[src/rtl/core/smx_pkg.sv]
`default_nettype none
package smx_pkg;

	localparam int STACK_DEPTH = 64;
	localparam int MEM_DEPTH   = 256;
	localparam int STACK_AW    = $clog2(STACK_DEPTH);
	localparam int DEPTH_W     = $clog2(STACK_DEPTH + 1);
	localparam int MEM_AW      = $clog2(MEM_DEPTH);
	localparam int DATA_W      = 32;
	localparam int PC_W        = 16;
	localparam logic [PC_W-1:0] PC_RESET = 16'd2;

	typedef enum logic [7:0] {
		OP_ADD  = 8'd0,
		OP_SUB  = 8'd1,
		OP_MUL  = 8'd2,
		OP_DIV  = 8'd3,
		OP_LT   = 8'd4,
		OP_GT   = 8'd5,
		OP_EQ   = 8'd6,
		OP_LE   = 8'd7,
		OP_GE   = 8'd8,
		OP_AND  = 8'd9,
		OP_OR   = 8'd10,
		OP_XOR  = 8'd11,
		OP_DUP  = 8'd12,
		OP_ROT  = 8'd13,
		OP_LIT  = 8'd14,
		OP_LOAD = 8'd15,
		OP_SAVE = 8'd16,
		OP_OUT  = 8'd17,
		OP_IN   = 8'd18,
		OP_JNZ  = 8'd19,
		OP_JMP  = 8'd20,
		OP_NOP  = 8'd21,
		OP_HALT = 8'd22
	} op_t;

	typedef enum logic [2:0] {
		STS_RUN   = 3'd0,
		STS_HALT  = 3'd1,
		STS_END   = 3'd2,
		STS_BADOP = 3'd3,
		STS_STACK = 3'd4,
		STS_ADDR  = 3'd5,
		STS_DIV0  = 3'd6
	} status_t;

	typedef enum logic [2:0] {
		CS_IDLE,
		CS_RD,
		CS_EX,
		CS_DIV,
		CS_FIN,
		CS_SWAP
	} ctrl_state_t;

	typedef struct packed {
		logic load;
		logic rd;
		logic div_start;
		logic commit;
		logic swap2;
	} cmd_t;

	typedef struct packed {
		logic need_div;
		logic need_swap;
		logic div_done;
		logic out_free;
	} sts_t;

endpackage
`default_nettype wire

[src/rtl/core/smx_ctrl.sv]
`default_nettype none
module smx_ctrl
	import smx_pkg::*;
(
	input  wire logic clk,
	input  wire logic arst_n,
	input  wire logic in_valid,
	output logic      in_ready,
	input  wire sts_t sts,
	output cmd_t      cmd
);

	ctrl_state_t state_q, state_d;

	always_ff @(posedge clk or negedge arst_n) begin
		if (!arst_n) state_q <= CS_IDLE;
		else state_q <= state_d;
	end

	always_comb begin
		state_d  = state_q;
		cmd      = '0;
		in_ready = 1'b0;
		case (state_q)
			CS_IDLE: begin
				in_ready = 1'b1;
				if (in_valid) begin
					cmd.load = 1'b1;
					state_d  = CS_RD;
				end
			end
			CS_RD: begin
				cmd.rd  = 1'b1;
				state_d = CS_EX;
			end
			CS_EX: begin
				if (sts.need_div) begin
					cmd.div_start = 1'b1;
					state_d       = CS_DIV;
				end else if (sts.out_free) begin
					cmd.commit = 1'b1;
					state_d    = sts.need_swap ? CS_SWAP : CS_IDLE;
				end
			end
			CS_DIV: begin
				if (sts.div_done) state_d = CS_FIN;
			end
			CS_FIN: begin
				if (sts.out_free) begin
					cmd.commit = 1'b1;
					state_d    = CS_IDLE;
				end
			end
			CS_SWAP: begin
				cmd.swap2 = 1'b1;
				state_d   = CS_IDLE;
			end
			default: state_d = CS_IDLE;
		endcase
	end

`ifndef SYNTHESIS
	a_load_then_read: assert property (@(posedge clk) disable iff (!arst_n)
		cmd.load |=> state_q == CS_RD)
		else $error("transfer not followed by operand read");
	a_commit_free: assert property (@(posedge clk) disable iff (!arst_n)
		cmd.commit |-> sts.out_free)
		else $error("commit while result register occupied");
	a_div_wait: assert property (@(posedge clk) disable iff (!arst_n)
		cmd.div_start |=> state_q == CS_DIV && !cmd.commit)
		else $error("divide start did not enter wait");
	a_swap_after_commit: assert property (@(posedge clk) disable iff (!arst_n)
		cmd.swap2 |-> $past(cmd.commit))
		else $error("second swap write without commit");
`endif

endmodule
`default_nettype wire

[config.mk]
export PLATFORM = sky130hd
export DESIGN_NAME = smx_ctrl
export DESIGN_NICKNAME = d
export VERILOG_FILES = /design/src/rtl/core/smx_pkg.sv /design/src/rtl/core/smx_ctrl.sv
export SDC_FILE = /design/constraint.sdc
export NUM_CORES = 1
export LEC_CHECK = 0
export BUFFER_PORTS_ARGS = -buffer_cell sky130_fd_sc_hd__buf_2
export CAP_MARGIN = 30
export CORE_AREA = 4 4 41 43
export DETAILED_ROUTE_END_ITERATION = 12
export DIE_AREA = 0 0 45 47
export MAX_ROUTING_LAYER = met4
export PLACE_DENSITY = 0.45
export SYNTH_ARGS = -nofsm -noshare
export SYNTH_HDL_FRONTEND = slang
export SYNTH_SLANG_ARGS = --single-unit
[constraint.sdc]
create_clock -name clk -period 2.1 [get_ports clk]
set_input_delay 0.21 -clock clk [delete_from_list [all_inputs] [get_ports clk]]
set_output_delay 0.21 -clock clk [all_outputs]
set_load 0.01 [all_outputs]
After elaboration in Yosys (flattened, before gate mapping) --
Cells that the tools add are included.
Storage, ports and cells: input bits 7, bits in registers 3, output and inout port bits 6
Cells by class: reductions and logical operators 2, muxes and demuxes 17, eq/ne operators 9
Operator list (number):
- two-way mux 3 bit | 6
- case mux 3 bit (5 select lines) | 1
- two-way mux 1 bit | 9
- equality test 3 x 2 -> 1 bit (second input constant) | 2
- equality test 3 bit (second input constant) | 2
- != test 2 bit (second input constant) | 3
- AND reduction 4 bit | 1
- equality test 3 x 1 -> 1 bit (second input constant) | 1
- logical NOT 3 bit | 1
- != test 3 bit (second input constant) | 1
- case mux 1 bit (2 select lines) | 1

Longest topological paths before layout --
Gate-level depths: netlist of the first run.
depth in word-level cells 4, mapped depth 4

Worst setup path after synthesis of the first run --
No wires, ideal clock.
path type register -> output, start point register state_q[2], end point output port cmd[4] (netlist name), arrival 0.974 ns, buffers on the path 1, required time 1.890 ns, stages on the path, launching flop included 4, setup slack 0.916 ns, cell sequence dfrtp_1 > buf_4 > nor3_2 > and2_1
RTL lines:
- start: declaration | RTL line smx_ctrl.sv:13 | ctrl_state_t state_q, state_d;
- start signal: assignment | RTL line smx_ctrl.sv:17 | else state_q <= state_d;
- end: declaration | RTL line smx_ctrl.sv:10 | output cmd_t cmd

==> out/results.tsv, run 1 <==
stage	metric	value	unit
status	outcome	completed	
global_route	initial antenna violation count	0	
critical_path	max incr delay on CP	540	ps
synthesis	synthesis-stage register bit count	3	
floorplan	Initial Util	21.4	%
final_layout	share of layout cells above drive strength 1	48.8	%
critical_path	Worst setup SP type	flip-flop	
final_layout	top flop regs	state_q x3	
clock_tree	root buf cell	clkbuf_4	
placement	dpl cells	51	
clock_tree	number of buffers created by CTS	3	
sta	# setup viols final	0	
final_layout	register with the most flip-flops	state_q	
placement	GP Congestion	0.807	
routing	TritonRoute pass-1 iters	4	
clock_tree	clock buffer depth	2	
routing	final wirelength	618	um
worst_hold_path	Worst Hold Class	in -> reg	
critical_path	WP buf/inv	1	
synthesis	synth top area cells	dfrtp_1 (27%), buf_6 (8.1%), nand2b_1 (6.7%)	
critical_path	CP Capture Type	output port	
power_and_ir_drop	Lkg Pwr	0.000173	uW
sta	fin crit period	1580	ps
final_layout	Storage cell area	75.1	um^2
sta	slew at the pin with the worst max-slew slack	423	ps
critical_path	WP data arrival	1370	ps
synthesis	Post-Synthesis Net Count	34	
critical_path	RR Startpoint	state_q[0]$_DFFE_PN0P_	
clock_tree	number of setup buffers added after CTS	0	
flow_run	total of max-cap violations	0	
worst_hold_path	Worst Hold Path Cells	2	
routing	routed vias	256	
critical_path	critical path class	reg -> out	
power_and_ir_drop	overall power	494	uW
critical_path	crit-path cells	nand2b_1, o21ai_1, and3b_1, buf_2	
worst_hold_path	Hold Startpoint	sts[1]	
routing	number of routed nets with antenna violations	0	
routing	WL per Instance	11.0	um
synthesis	post-synth top area cell	dfrtp_1	
synthesis	Syn. warnings	0	
placement	HPWL reported at the end of detailed placement	464	um
critical_path	FF-to-FF End	state_q[2]$_DFFE_PN0P_	
floorplan	row count	13	
clock_tree	clock sinks	3	
routing	post-route DRC violation count	0	
sta	Max Freq	633	MHz
final_layout	post-route insts no fill	56	
critical_path	CP top delay family	flip-flops	
worst_hold_path	Hold Path End	state_q[1]$_DFFE_PN0P_	
sta	Rel. slew slack	71.8	%
critical_path	slowest stage cell, crit path	dfrtp_1	
synthesis	Yosys cell types	20	
critical_path	reg2reg path depth	3	
synthesis	Synth top area share	26.9	%
sta	RSZ-0062 raised after global routing	no	
final_layout	Layout area overhead	30.5	%
global_route	largest net degree at the start of global routing	13	
clock_tree	Worst-path clk slew	40	ps
floorplan	io pins	13	
final_layout	Core Util, Final	28.0	%
power_and_ir_drop	Peak VDD IR	0.277	mV
clock_tree	hold_buf cts	1	
floorplan	core footprint	1300	um^2
critical_path	CP Max Fanout	11	
sta	Hold Vio Cnt, Final	0	
floorplan	Die Span Y	47	um
final_layout	nets@finish	49	
routing	Vias/cell	4.57	
clock_tree	CTS resizes	0	
synthesis	Post-Synthesis Cell Area	279	um^2
global_route	GRT Util Overall	7.12	%
synthesis	Mean Syn Cell Area	10.3	um^2
floorplan	die footprint	2120	um^2
floorplan	Die Span X	45	um
placement	IO buf count	12	
final_layout	Fillers	155	
clock_tree	clk_lat worst skew	240	ps
critical_path	flop2flop setup slack	910	ps
clock_tree	CTS tree	built	
clock_tree	CTS H-Tree Depth	1	
sta	Slew Limit Fails	0	
synthesis	Mapped Cells	27	
routing	First DRT Iteration DRCs	3	
global_route	first-pass GRT wire length	938	um
final_layout	Antenna diodes	0	
global_route	total grt overflow	0	
critical_path	Worst Path Required	1890	ps
final_layout	max reg flops	3	
power_and_ir_drop	pwr/cell area	1360	nW/um^2
sta	setup_tns	0	ps
final_layout	multi-input logic area	174	um^2
sta	Tcrit/Tclk final	75.2	%
global_route	vias in the first global route	218	
synthesis	sequential area share after synthesis	26.9	%
sta	setup clock skew after layout	5.60	ps
## report_power, final
group	internal (uW)	total, uW	switching, uW
Clock	71.6	107	35.5
Sequential	83.7	173	89.2
Combinational	125	214	88.3
## cell families (layout without fill, tap and decap cells)
| group | Yosys count | in the layout | synth area share [%] |
|---|---|---|---|
| AND/OR/NAND/NOR | 14 | 14 | 40.8 |
| flip-flops | 3 | 3 | 26.9 |
| AO/OA/AOI/OAI | 7 | 7 | 21.5 |
| buffers and inverters | 3 | 17 | 10.8 |
## Yosys cell counts
library cell / instances
buf_6: 2
nor3_1: 1
dfrtp_1: 3
a21oi_1: 2
o21ai_1: 1
and2_1: 1
nor2_4: 1
nand2b_4: 1
nand3b_1: 1
nand2b_1: 3
nor3_2: 1
nor4bb_1: 1
and3_1: 1
and3b_1: 2
a311oi_1: 1
buf_4: 1
a211oi_2: 1
o221ai_2: 1
nor3b_1: 1
o32ai_1: 1
## metrics by stage
stage / hold slack (ps) / setup slack, ps / cell area (um^2)
floorplan: -85.6 / 916 / 279
global placement: 3.73 / 778 / 328
detailed placement: 7.33 / 781 / 328
CTS: 183 / 502 / 364
global route: 211 / 434 / 364
finish: 190 / 521 / 364
## how the worst max path moves through the flow
stage	from	end	slack, ps	cells after the start
2_1_floorplan	state_q[2]$_DFFE_PN0P_	cmd[4]	920	3
3_3_place_gp	state_q[1]$_DFFE_PN0P_	cmd[1]	780	4
3_5_place_dp	state_q[1]$_DFFE_PN0P_	cmd[1]	780	4
6_report	state_q[1]$_DFFE_PN0P_	cmd[1]	520	4
5_1_grt	state_q[1]$_DFFE_PN0P_	cmd[1]	430	4
4_1_cts	state_q[1]$_DFFE_PN0P_	cmd[1]	500	4
## metal layers
| metal | GRT usage (%) | wire length (um) | up-vias |
|---|---|---|---|
| met5 | - | 0 | - |
| met4 | 8.77 | 32 | 0 |
| met3 | 1.15 | 32 | 2 |
| met2 | 10.7 | 286 | 8 |
| met1 | 7.11 | 267 | 113 |
| li1 | - | - | 133 |
## cells in the final DEF (no fill, tap or decap)
cell type and n:
o21ai_1 1, nand2b_1 3, and3b_1 2, nand2b_4 1, nor3_1 1, dfrtp_1 3
a211oi_2 1, dlygate4sd3_1 1, nor2_4 1, o32ai_1 1, clkbuf_1 1, nor3b_1 1
nor4bb_1 1, clkbuf_4 3, and2_1 1, buf_2 12, nor3_2 1, a311oi_1 1
a21oi_1 2, and3_1 1, o221ai_2 1, nand3b_1 1
## area by class of cell
class                           instances  area share (%)
Sequential cell                         3            20.6
Timing Repair Buffer                   13            19.2
Multi-Input combinational cell         21            47.8
Clock buffer                            4            7.22
Tap cell                               15            5.15
## worst register-to-register path, cell delays in order (launching register included)
cell,delay [ps]
dfrtp_1,520
nor4bb_1,360
a21oi_1,70
o32ai_1,130
Power figures use the tool's default switching activity.
==> inputs of run 2 (changes only) <==
--- a/config.mk
+++ b/config.mk
@@ -11,7 +11,7 @@
 export DETAILED_ROUTE_END_ITERATION = 12
 export DIE_AREA = 0 0 45 47
 export MAX_ROUTING_LAYER = met4
-export PLACE_DENSITY = 0.45
+export PLACE_DENSITY = 0.47
 export SYNTH_ARGS = -nofsm -noshare
 export SYNTH_HDL_FRONTEND = slang
 export SYNTH_SLANG_ARGS = --single-unit
==> constraint.sdc (replaced) <==
create_clock -name clk -period 1.4 [get_ports clk]
set_input_delay 0.14 -clock clk [delete_from_list [all_inputs] [get_ports clk]]
set_output_delay 0.14 -clock clk [all_outputs]
set_load 0.01 [all_outputs]
==> out/results.tsv, run 2 (synthesis results as in run 1) <==
stage	metric	value	unit	change
critical_path	critical path class	reg -> out		
routing	WL per Instance	10.2	um	-7.5%
critical_path	Worst setup SP type	flip-flop		
placement	dpl cells	52		+2.0%
final_layout	register with the most flip-flops	state_q		
global_route	total grt overflow	0		unchanged
sta	RSZ-0062 raised after global routing	yes		
final_layout	Fillers	161		+3.9%
clock_tree	number of setup buffers added after CTS	0		unchanged
global_route	met1 usage	7.06	%	-0.049 points
placement	GP Congestion	0.733		-9.1%
clock_tree	clock buffer depth	2		unchanged
final_layout	nets@finish	50		+2.0%
sta	Slew Limit Fails	0		unchanged
sta	setup_tns	0	ps	unchanged
critical_path	CP Capture Type	output port		
critical_path	RR Startpoint	state_q[0]$_DFFE_PN0P_		
global_route	initial antenna violation count	0		unchanged
clock_tree	CTS H-Tree Depth	1		unchanged
global_route	layer carrying the most global-route usage	met2		
final_layout	max reg flops	3		unchanged
global_route	largest net degree at the start of global routing	13		unchanged
global_route	first-pass GRT wire length	966	um	+3.0%
final_layout	multi-input logic area	174	um^2	unchanged
routing	TritonRoute pass-1 iters	2		-2
critical_path	Worst Path Required	1260	ps	-630 ps
final_layout	Antenna diodes	0		unchanged
floorplan	io pins	13		unchanged
sta	slew at the pin with the worst max-slew slack	261	ps	-162 ps
sta	Max Freq	750	MHz	
worst_hold_path	Hold Startpoint	sts[1]		
final_layout	commonest non-fill, non-tap cells in the layout	buf_2 (12), nand2b_1 (3), clkbuf_4 (3), dfrtp_2 (3)		
power_and_ir_drop	Lkg Pwr	0.000174	uW	+0.63%
sta	# setup viols final	0		unchanged
floorplan	Die Span X	45	um	unchanged
routing	First DRT Iteration DRCs	4		+1
final_layout	post-route insts no fill	57		+1.8%
final_layout	Core Util, Final	28.8	%	+0.87 points
critical_path	reg2reg path depth	3		unchanged
power_and_ir_drop	pwr/cell area	1990	nW/um^2	+47%
final_layout	Layout area overhead	34.5	%	
worst_hold_path	Hold Path End	state_q[1]$_DFFE_PN0P_		
placement	HPWL reported at the end of detailed placement	497	um	+7.1%
critical_path	FF-to-FF End	state_q[2]$_DFFE_PN0P_		
floorplan	row count	13		unchanged
flow_run	total of max-cap violations	0		unchanged
clock_tree	CTS tree	built		
floorplan	Initial Util	21.4	%	unchanged
critical_path	CP Max Fanout	7		-4
global_route	met2 usage	10.7	%	unchanged
routing	number of routed nets with antenna violations	0		unchanged
global_route	met3 usage	1.15	%	unchanged
status	outcome	completed		
sta	fin crit period	1330	ps	
clock_tree	clk_lat worst skew	220	ps	-20 ps
sta	Rel. slew slack	82.5	%	+11 points
sta	Hold Vio Cnt, Final	0		unchanged
final_layout	top flop regs	state_q x3		
routing	routed vias	250		-2.3%
worst_hold_path	Worst Hold Path Cells	2		unchanged
global_route	GRT Util Overall	6.37	%	-0.75 points
floorplan	core footprint	1300	um^2	unchanged
routing	final wirelength	582	um	-5.8%
critical_path	slowest stage cell, crit path	dfrtp_2		
routing	Vias/cell	4.39		-4.1%
final_layout	post-route cell area	375	um^2	+3.1%
critical_path	max incr delay on CP	440	ps	-100 ps
sta	Tcrit/Tclk final	95.3	%	
sta	setup clock skew after layout	2.37	ps	-3.22 ps
placement	IO buf count	12		unchanged
power_and_ir_drop	Peak VDD IR	0.462	mV	+67%
worst_hold_path	Worst Hold Class	in -> reg		
clock_tree	root buf cell	clkbuf_4		
routing	post-route DRC violation count	0		unchanged
critical_path	WP buf/inv	1		unchanged
final_layout	commonest non-fill, non-tap cell in the layout	buf_2		
clock_tree	clock sinks	3		unchanged
global_route	vias in the first global route	237		+8.7%
critical_path	flop2flop setup slack	300	ps	-610 ps
clock_tree	Worst-path clk slew	30	ps	about the same
critical_path	CP top delay family	flip-flops		
clock_tree	number of buffers created by CTS	3		unchanged
placement	Placement Cell Area	335	um^2	+2.3%
floorplan	die footprint	2120	um^2	unchanged
floorplan	Die Span Y	47	um	unchanged
final_layout	Storage cell area	78.8	um^2	+5.0%
critical_path	crit-path cells	nand2b_1, o21ai_1, and3b_1, buf_2		
critical_path	WP data arrival	1190	ps	-180 ps
final_layout	share of layout cells above drive strength 1	57.1	%	+8.4 points
==> run 2: cell count changes in the layout (fill, tap and decap cells not counted), sizes merged <==
cell,before,now
buf,12,13
==> run 2: final cells by class <==
cell class | instances | share of cell area [%]
clock buffer | 4 | 7.00
sequential | 3 | 21.0
multi-input combinational | 21 | 46.3
timing repair buffer | 14 | 20.7
tap | 15 | 5.00
==> run 2: worst max-delay path by stage <==
stage	start	to	slack, ps	depth (start not counted)
after floorplan	state_q[2]$_DFFE_PN0P_	cmd[4]	290	3
after global placement	state_q[2]$_DFFE_PN0P_	cmd[1]	220	4
after detailed placement	state_q[0]$_DFFE_PN0P_	state_q[2]$_DFFE_PN0P_	220	3
after CTS	state_q[1]$_DFFE_PN0P_	cmd[1]	7	4
after global routing	state_q[1]$_DFFE_PN0P_	cmd[1]	-20	4
final	state_q[1]$_DFFE_PN0P_	cmd[1]	70	4
==> run 2: power breakdown <==
part / switching (uW) / total, uW / internal, uW / leakage [uW]
registers: 115 / 250 / 135 / 0.0000340
logic: 149 / 355 / 205 / 0.000125
clock network: 36.9 / 143 / 106 / 0.0000150
total: 301 / 748 / 447 / 0.000174
==> run 2: layer usage <==
layer / vias up / share of wire [%]
met5: - / 0
met4: 0 / 0
met3: 0 / 5.2
met2: 5 / 49
met1: 115 / 46
li1: 130 / -
==> run 2: worst reg2reg max path: stages (launching register included) <==
cell	delay (ps)
dfrtp_2	480
nor4bb_1	300
a21oi_1	70
o32ai_1	130
==> run 2: per-stage QoR <==
step           power, uW  worst slack, ps  hold WS, ps
2_1_floorplan        546              286         -156
3_3_place_gp         612              218        -61.8
3_5_place_dp         605              223        -59.8
4_1_cts              759             6.75          141
5_1_grt              825            -15.5          155
6_report             748             66.2          140
==> run 2: repair_timing <==
item | 4_1_cts | 5_1_grt
hold buffers | 1 | 0
resized for setup | 1 | 2
hold endpoints to repair | 3 | 0
pin swaps | 0 | 0
setup endpoints to repair | 1 | 3
==> inputs of run 3 (changes only) <==
--- a/config.mk
+++ b/config.mk
@@ -8,6 +8,7 @@
 export BUFFER_PORTS_ARGS = -buffer_cell sky130_fd_sc_hd__buf_2
 export CAP_MARGIN = 30
 export CORE_AREA = 4 4 41 43
+export CTS_BUF_LIST = sky130_fd_sc_hd__clkbuf_16
 export DETAILED_ROUTE_END_ITERATION = 12
 export DIE_AREA = 0 0 45 47
 export MAX_ROUTING_LAYER = met4
==> out/results.tsv, run 3 (synthesis results as in run 1) <==
stage	metric	value	unit	change
sta	slew at the pin with the worst max-slew slack	262	ps	+0.840 ps
global_route	vias in the first global route	248		+4.6%
clock_tree	clk_lat worst skew	220	ps	about the same
final_layout	register with the most flip-flops	state_q		
worst_hold_path	Worst Hold Class	in -> reg		
routing	Vias/cell	4.37		-0.40%
routing	TritonRoute pass-1 iters	2		unchanged
status	outcome	completed		
flow_run	total of max-cap violations	0		unchanged
power_and_ir_drop	Peak VDD IR	0.972	mV	+110%
final_layout	nets@finish	50		unchanged
critical_path	max incr delay on CP	440	ps	about the same
power_and_ir_drop	Lkg Pwr	0.000201	uW	+16%
power_and_ir_drop	Comb power frac	34.1	%	-13 points
sta	# setup viols final	0		unchanged
placement	IO buf count	12		unchanged
final_layout	commonest non-fill, non-tap cells in the layout	buf_2 (12), nand2b_1 (3), clkbuf_16 (3), dfrtp_2 (3)		
final_layout	top flop regs	state_q x3		
power_and_ir_drop	Internal Power	708	uW	+59%
floorplan	io pins	13		unchanged
global_route	largest net degree at the start of global routing	13		unchanged
final_layout	Layout area overhead	53.4	%	
power_and_ir_drop	switching power	334	uW	+11%
power_and_ir_drop	clock share of power	41.9	%	+23 points
power_and_ir_drop	pwr/cell area	2440	nW/um^2	+22%
critical_path	Worst Path Required	1260	ps	about the same
routing	number of routed nets with antenna violations	0		unchanged
sta	final hold slack	148	ps	+7.59 ps
floorplan	row count	13		unchanged
routing	routed vias	249		-0.40%
floorplan	Die Span Y	47	um	unchanged
clock_tree	number of setup buffers added after CTS	0		unchanged
clock_tree	CTS H-Tree Depth	1		unchanged
critical_path	Worst setup SP type	flip-flop		
routing	First DRT Iteration DRCs	4		unchanged
power_and_ir_drop	register share of total power	24.0	%	-9.4 points
routing	post-route DRC violation count	0		unchanged
power_and_ir_drop	Switching Share	32.1	%	-8.2 points
placement	HPWL reported at the end of detailed placement	497	um	unchanged
placement	GP Congestion	0.733		unchanged
routing	final wirelength	603	um	+3.6%
floorplan	Die Span X	45	um	unchanged
placement	dpl cells	52		unchanged
sta	Hold Vio Cnt, Final	0		unchanged
floorplan	Initial Util	21.4	%	unchanged
critical_path	slowest stage cell, crit path	dfrtp_2		
floorplan	core footprint	1300	um^2	unchanged
clock_tree	number of buffers created by CTS	3		unchanged
clock_tree	root buf cell	clkbuf_16		
final_layout	Antenna diodes	0		unchanged
clock_tree	clock sinks	3		unchanged
global_route	first-pass GRT wire length	1010	um	+4.2%
global_route	initial antenna violation count	0		unchanged
sta	Max Freq	754	MHz	+0.55%
final_layout	commonest non-fill, non-tap cell in the layout	buf_2		
global_route	GRT Util Overall	6.61	%	+0.24 points
final_layout	Core Util, Final	32.9	%	+4.0 points
critical_path	CP Capture Type	output port		
sta	Tcrit/Tclk final	94.8	%	-0.52 points
routing	WL per Instance	10.6	um	+3.6%
critical_path	crit-path cells	nand2b_1, o21ai_1, and3b_1, buf_2		
critical_path	CP Max Fanout	7		unchanged
final_layout	post-route insts no fill	57		unchanged
global_route	total grt overflow	0		unchanged
sta	Slew Limit Fails	0		unchanged
critical_path	WP data arrival	1190	ps	about the same
final_layout	share of layout cells above drive strength 1	57.1	%	unchanged
floorplan	die footprint	2120	um^2	unchanged
clock_tree	CTS tree	built		
sta	setup clock skew after layout	0.424	ps	-1.95 ps
sta	Rel. slew slack	82.5	%	about the same
critical_path	critical path class	reg -> out		
clock_tree	clock buffer depth	2		unchanged
sta	fin crit period	1330	ps	-7.26 ps
final_layout	max reg flops	3		unchanged
sta	RSZ-0062 raised after global routing	no		
sta	setup_tns	0	ps	unchanged
clock_tree	Worst-path clk slew	30	ps	about the same
==> run 3: changes by cell type in the layout (fill, tap and decap cells not counted) <==
cell,change
inv_1,+1
clkbuf_4,-3
clkbuf_1,-1
clkbuf_16,+3
==> run 3: path summary, 6_finish.rpt <==
kind / end / slack (ps) / from / depth (start not counted)
max: cmd[1] / 70 / state_q[1]$_DFFE_PN0P_ / 4
min: state_q[1]$_DFFE_PN0P_ / 150 / sts[1] / 2
max reg2reg: state_q[2]$_DFFE_PN0P_ / 300 / state_q[0]$_DFFE_PN0P_ / 3
min reg2reg: state_q[0]$_DFFE_PN0P_ / 580 / state_q[2]$_DFFE_PN0P_ / 1
max in group asynchronous: state_q[2]$_DFFE_PN0P_ / 1040 / arst_n / 2
min in group asynchronous: state_q[1]$_DFFE_PN0P_ / 250 / arst_n / 2
==> run 3: timing repair <==
action / in CTS / in global routing
endpoints found under the hold margin: 3 / 0
setup endpoints to repair: 1 / 3
hold buffers: 1 / 0
resized for setup: 1 / 2
==> run 3: power groups by stage <==
stage                     Combinational (uW)  Clock (uW)  Sequential (uW)
after floorplan                          395           0              151
after global placement                   367           0              245
after detailed placement                 361           0              245
after CTS                                363         443              246
after global routing                     402         455              266
final                                    355         437              250
==> run 3: worst max-delay path, delay by kind of cell (launching register included) <==
| family | cells | cell delay (ps) |
|---|---|---|
| and+or+nand+nor | 2 | 320 |
| AOI/OAI and AO/OA | 1 | 70 |
| DFF | 1 | 440 |
| buffers and inverters | 1 | 130 |
==> run 3: final cells by class <==
class	instances	area (um^2)
repair buffers	14	77.6
clock buffers	3	75.1
clock inverters	1	3.75
multi-input cells	21	174
flip-flops and latches	3	78.8
well taps	15	18.8
fillers	156	873
==> run 3: per-layer routing <==
layer | vias up | share of wire, % | global-route usage [%]
li1 | 130 | - | -
met1 | 114 | 48 | 7.52
met2 | 5 | 47 | 11.0
met3 | 0 | 5.0 | 2.30
met4 | 0 | 0 | 1.75
met5 | - | 0 | -
==> run 3: metrics by stage <==
step	worst slack (ps)	total power [uW]	cell area [um^2]
after global placement	218	612	335
after detailed placement	223	605	335
final	73.4	1040	428
after floorplan	286	546	279
after global routing	0.190	1120	428
after CTS	19.5	1050	425
